$ cat config.mk
export PLATFORM = sky130hd
export DESIGN_NAME = gha_ram
export DESIGN_NICKNAME = d
export VERILOG_FILES = /design/src/hdl/gha_ram.sv
export SDC_FILE = /design/constraint.sdc
export NUM_CORES = 1
export LEC_CHECK = 0
export ABC_AREA = 0
export BUFFER_PORTS_ARGS = -buffer_cell sky130_fd_sc_hd__buf_2
export CORE_MARGIN = 2
export CORE_UTILIZATION = 50
export CTS_CLUSTER_DIAMETER = 80
export DETAILED_ROUTE_END_ITERATION = 10
export PLACE_DENSITY = 0.75
export SYNTH_ARGS = -nofsm -noshare
export SYNTH_HDL_FRONTEND = slang
export SYNTH_SLANG_ARGS = --single-unit
export TNS_END_PERCENT = 10
$ cat constraint.sdc
create_clock -name i_clk -period 3.5 [get_ports i_clk]
set_input_delay 0.875 -clock i_clk [delete_from_list [all_inputs] [get_ports i_clk]]
set_output_delay 0.875 -clock i_clk [all_outputs]
set_load 0.01 [all_outputs]
$ cat src/hdl/gha_ram.sv
// ----------------------------------------------------------------------------
// gha_ram: simple dual-port synchronous RAM
// One write port and one read port; read data is registered.
// ----------------------------------------------------------------------------
module gha_ram #(
    parameter int WIDTH = 8,
    parameter int DEPTH = 16,
    parameter int AW    = $clog2(DEPTH)
) (
    input  logic             i_clk,
    input  logic             i_we,
    input  logic [AW-1:0]    i_waddr,
    input  logic [WIDTH-1:0] i_wdata,
    input  logic             i_re,
    input  logic [AW-1:0]    i_raddr,
    output logic [WIDTH-1:0] o_rdata
);

    logic [WIDTH-1:0] r_mem [DEPTH];
    logic [WIDTH-1:0] r_rdata;

    // Write port.
    always_ff @(posedge i_clk) begin
        if (i_we) begin
            r_mem[i_waddr] <= i_wdata;
        end
    end

    // Registered read port.
    always_ff @(posedge i_clk) begin
        if (i_re) begin
            r_rdata <= r_mem[i_raddr];
        end
    end

    assign o_rdata = r_rdata;

endmodule

==> reports/results.txt <==
status: finished, final reports clean
mux cell area share after synthesis: 14.8%
clk_skew: 8.18 ps
R2R setup slack: 1990 ps
CTS tree: yes
Slew Limit Fails: 0
# fillers: 704
Peak VDD IR: 0.256 mV
Clock Pin Slew Worst Setup and Hold Paths: 60 ps
Yosys Warn Count: 0
cell count after synthesis: 229
H-tree levels: 4
normalized max-slew margin: 31.5%
hold_buf cts: 0
routability-driven placement congestion ratio: 0.757
Seq/Total Area, Yosys: 78.1%
vias in the first global route: 2489
Pre-Repair DR Iteration Count: 5
Synth Area in Adders: 0%
worst flop-to-flop path startpoint: r_mem[10][7]
element type at the critical path end: flip-flop
first-pass GRT wire length: 15.0 mm
DR vias: 2443
Syn Nets: 248
Die H: 106 um
Setup WS post-layout: 1230 ps
Via density: 5.84
Die Area: 11300 um2
antenna violations before repair: 0
Final Hold Fails: 0
num ports: 27
total power: 0.00349 W
largest family of logic cells by synthesized area: multiplexers
Area Overhead vs Synth: 14.8%
PostCTS Resize Cnt: 0
detailed router's first-iteration violation count: 176
Worst Hold Depth: 1
row count: 37
hold crit path type: primary input to flip-flop
Synth Area in XOR/XNOR: 0%
Die X-Extent: 106 um
power per cell area: 582 nW/um2
Max clock buf depth: 2
Critical Path Start: i_raddr[0]
Synth Cell Area: 5230 um2
total gr overflow: 0
critical path endpoint: o_rdata[4]
Clock Sinks: 136
syn avg cell area: 22.8 um2
drt drc: 0
Worst Path Arrival: 2530 ps
remaining antenna violation count: 0
P_leak: 1.99 nW
Multi-input gate area: 1060 um2
Nets: 291
largest net degree at the start of global routing: 26
WS Path Type: primary input to flip-flop
number of synthesized register bits: 136
final core utilization: 58.7%
CP Launch Type: primary input
IO buf count: 26
Final HPWL DP: 6.09 mm
Core Area: 10200 um2
layout cells sized above 1: 25.9%
Least-Margin Pin Slew: 1020 ps
Final setup viols: 0
total CTS buffers: 17
WL per Instance: 23.3 um
Max Cap Viol: 0
Inserted Diodes: 0
GRT Total Usage: 19.3%
R2R depth: 3
Clk Latency, worst-skew pair: 510 ps
Final period util: 64.8%
end of the worst register-to-register path: o_rdata[7]
Post-Route WL: 9.74 mm
TNS Setup: 0 ps
Synth cell types: 18
Setup Buffers After CTS: 0
Post-Synth Simple-Gate Area: 3.14%
sequential cell area: 4080 um2
RSZ-0062 raised after global routing: false
Place WS: 662 ps
CP required: 3760 ps
Crit Path Max Fanout: 19
Clock Tree Root: clkbuf_8
Synth Area in Compound Gates: 2.30%
Tmin final: 2270 ps
Starting Density: 51.1%
Max Clk Rate: 441 MHz
==> worst max-delay path, stage by stage <==
cell and delay [ps]:
buf_2 510, buf_12 250, mux4_2 510, a22oi_1 270, nand2_1 100
==> metal layers <==
layer	GRT usage, %	share of wire (%)	up-vias
met1	26.2	41	1260
met5	0	0	-
met2	29.4	50	109
li1	-	-	1061
met3	5.76	7.2	13
met4	8.36	2.1	0
==> registers in the layout, indices dropped and copies added (netlist names) <==
register	flops
r_mem	128
o_rdata	8
==> where the power goes <==
part | switching (W) | internal (W) | total [W]
Combinational | 0.0000969 | 0.0000672 | 0.000164
Sequential | 0.00000961 | 0.00184 | 0.00185
Clock | 0.000573 | 0.000911 | 0.00148
==> stage by stage <==
stage               cell area [um2]  std cells  hold slack, ps
finish                         6000        418             744
CTS                            6000        418             721
global placement               5510        389             729
detailed placement             5510        389             747
global route                   6000        418             733
floorplan                      5230        229             705
==> placed cells by master, fill, tap and decap left out, drive strengths merged <==
cell / instances
nor2b: 1
nand3: 1
edfxtp: 136
clkinv: 7
a22oi: 16
clkbuf: 21
nand2: 9
and2: 1
nand2b: 2
mux4: 32
nand3b: 2
and2b: 1
bufinv: 1
nor3: 4
nor2: 13
or3b: 1
buf: 34
==> Yosys cell counts <==
cell	instances	share of area, %
nor2_1	13	0.93
nor3_1	4	0.38
buf_4	1	0.14
buf_6	3	0.65
nand2b_1	2	0.24
mux4_2	18	7.8
buf_2	3	0.29
edfxtp_1	136	78
or3b_2	1	0.17
nand3b_1	2	0.29
and2_1	1	0.12
nor2b_1	1	0.12
nand3_1	1	0.096
and2b_1	1	0.14
a22oi_1	16	2.3
mux4_1	14	7.0
nand2_1	9	0.65
clkdlybuf4s25_2	3	0.57
==> cell families (layout without fill, tap and decap cells) <==
logic type             Yosys count  after routing
buffers and inverters           10             63
AOI/OAI and AO/OA               16             16
muxes                           32             32
DFF                            136            136
and+or+nand+nor                 35             35
==> worst min-delay path by stage <==
stage / start / end / slack (ps)
2_1_floorplan: r_mem[7][0] / o_rdata[0] / 700
3_3_place_gp: r_mem[15][5] / o_rdata[5] / 730
3_5_place_dp: r_mem[15][5] / o_rdata[5] / 750
4_1_cts: i_re / o_rdata[4] / 720
5_1_grt: i_re / o_rdata[5] / 730
6_report: i_re / o_rdata[5] / 740
==> cell type report <==
type | instances | area share [%]
clock buffers | 21 | 7.15
clock inverters | 8 | 0.980
multi-input cells | 83 | 17.6
flip-flops and latches | 136 | 68.0
well taps | 136 | 2.84
repair buffers | 34 | 3.38
Power figures use the tool's default switching activity.
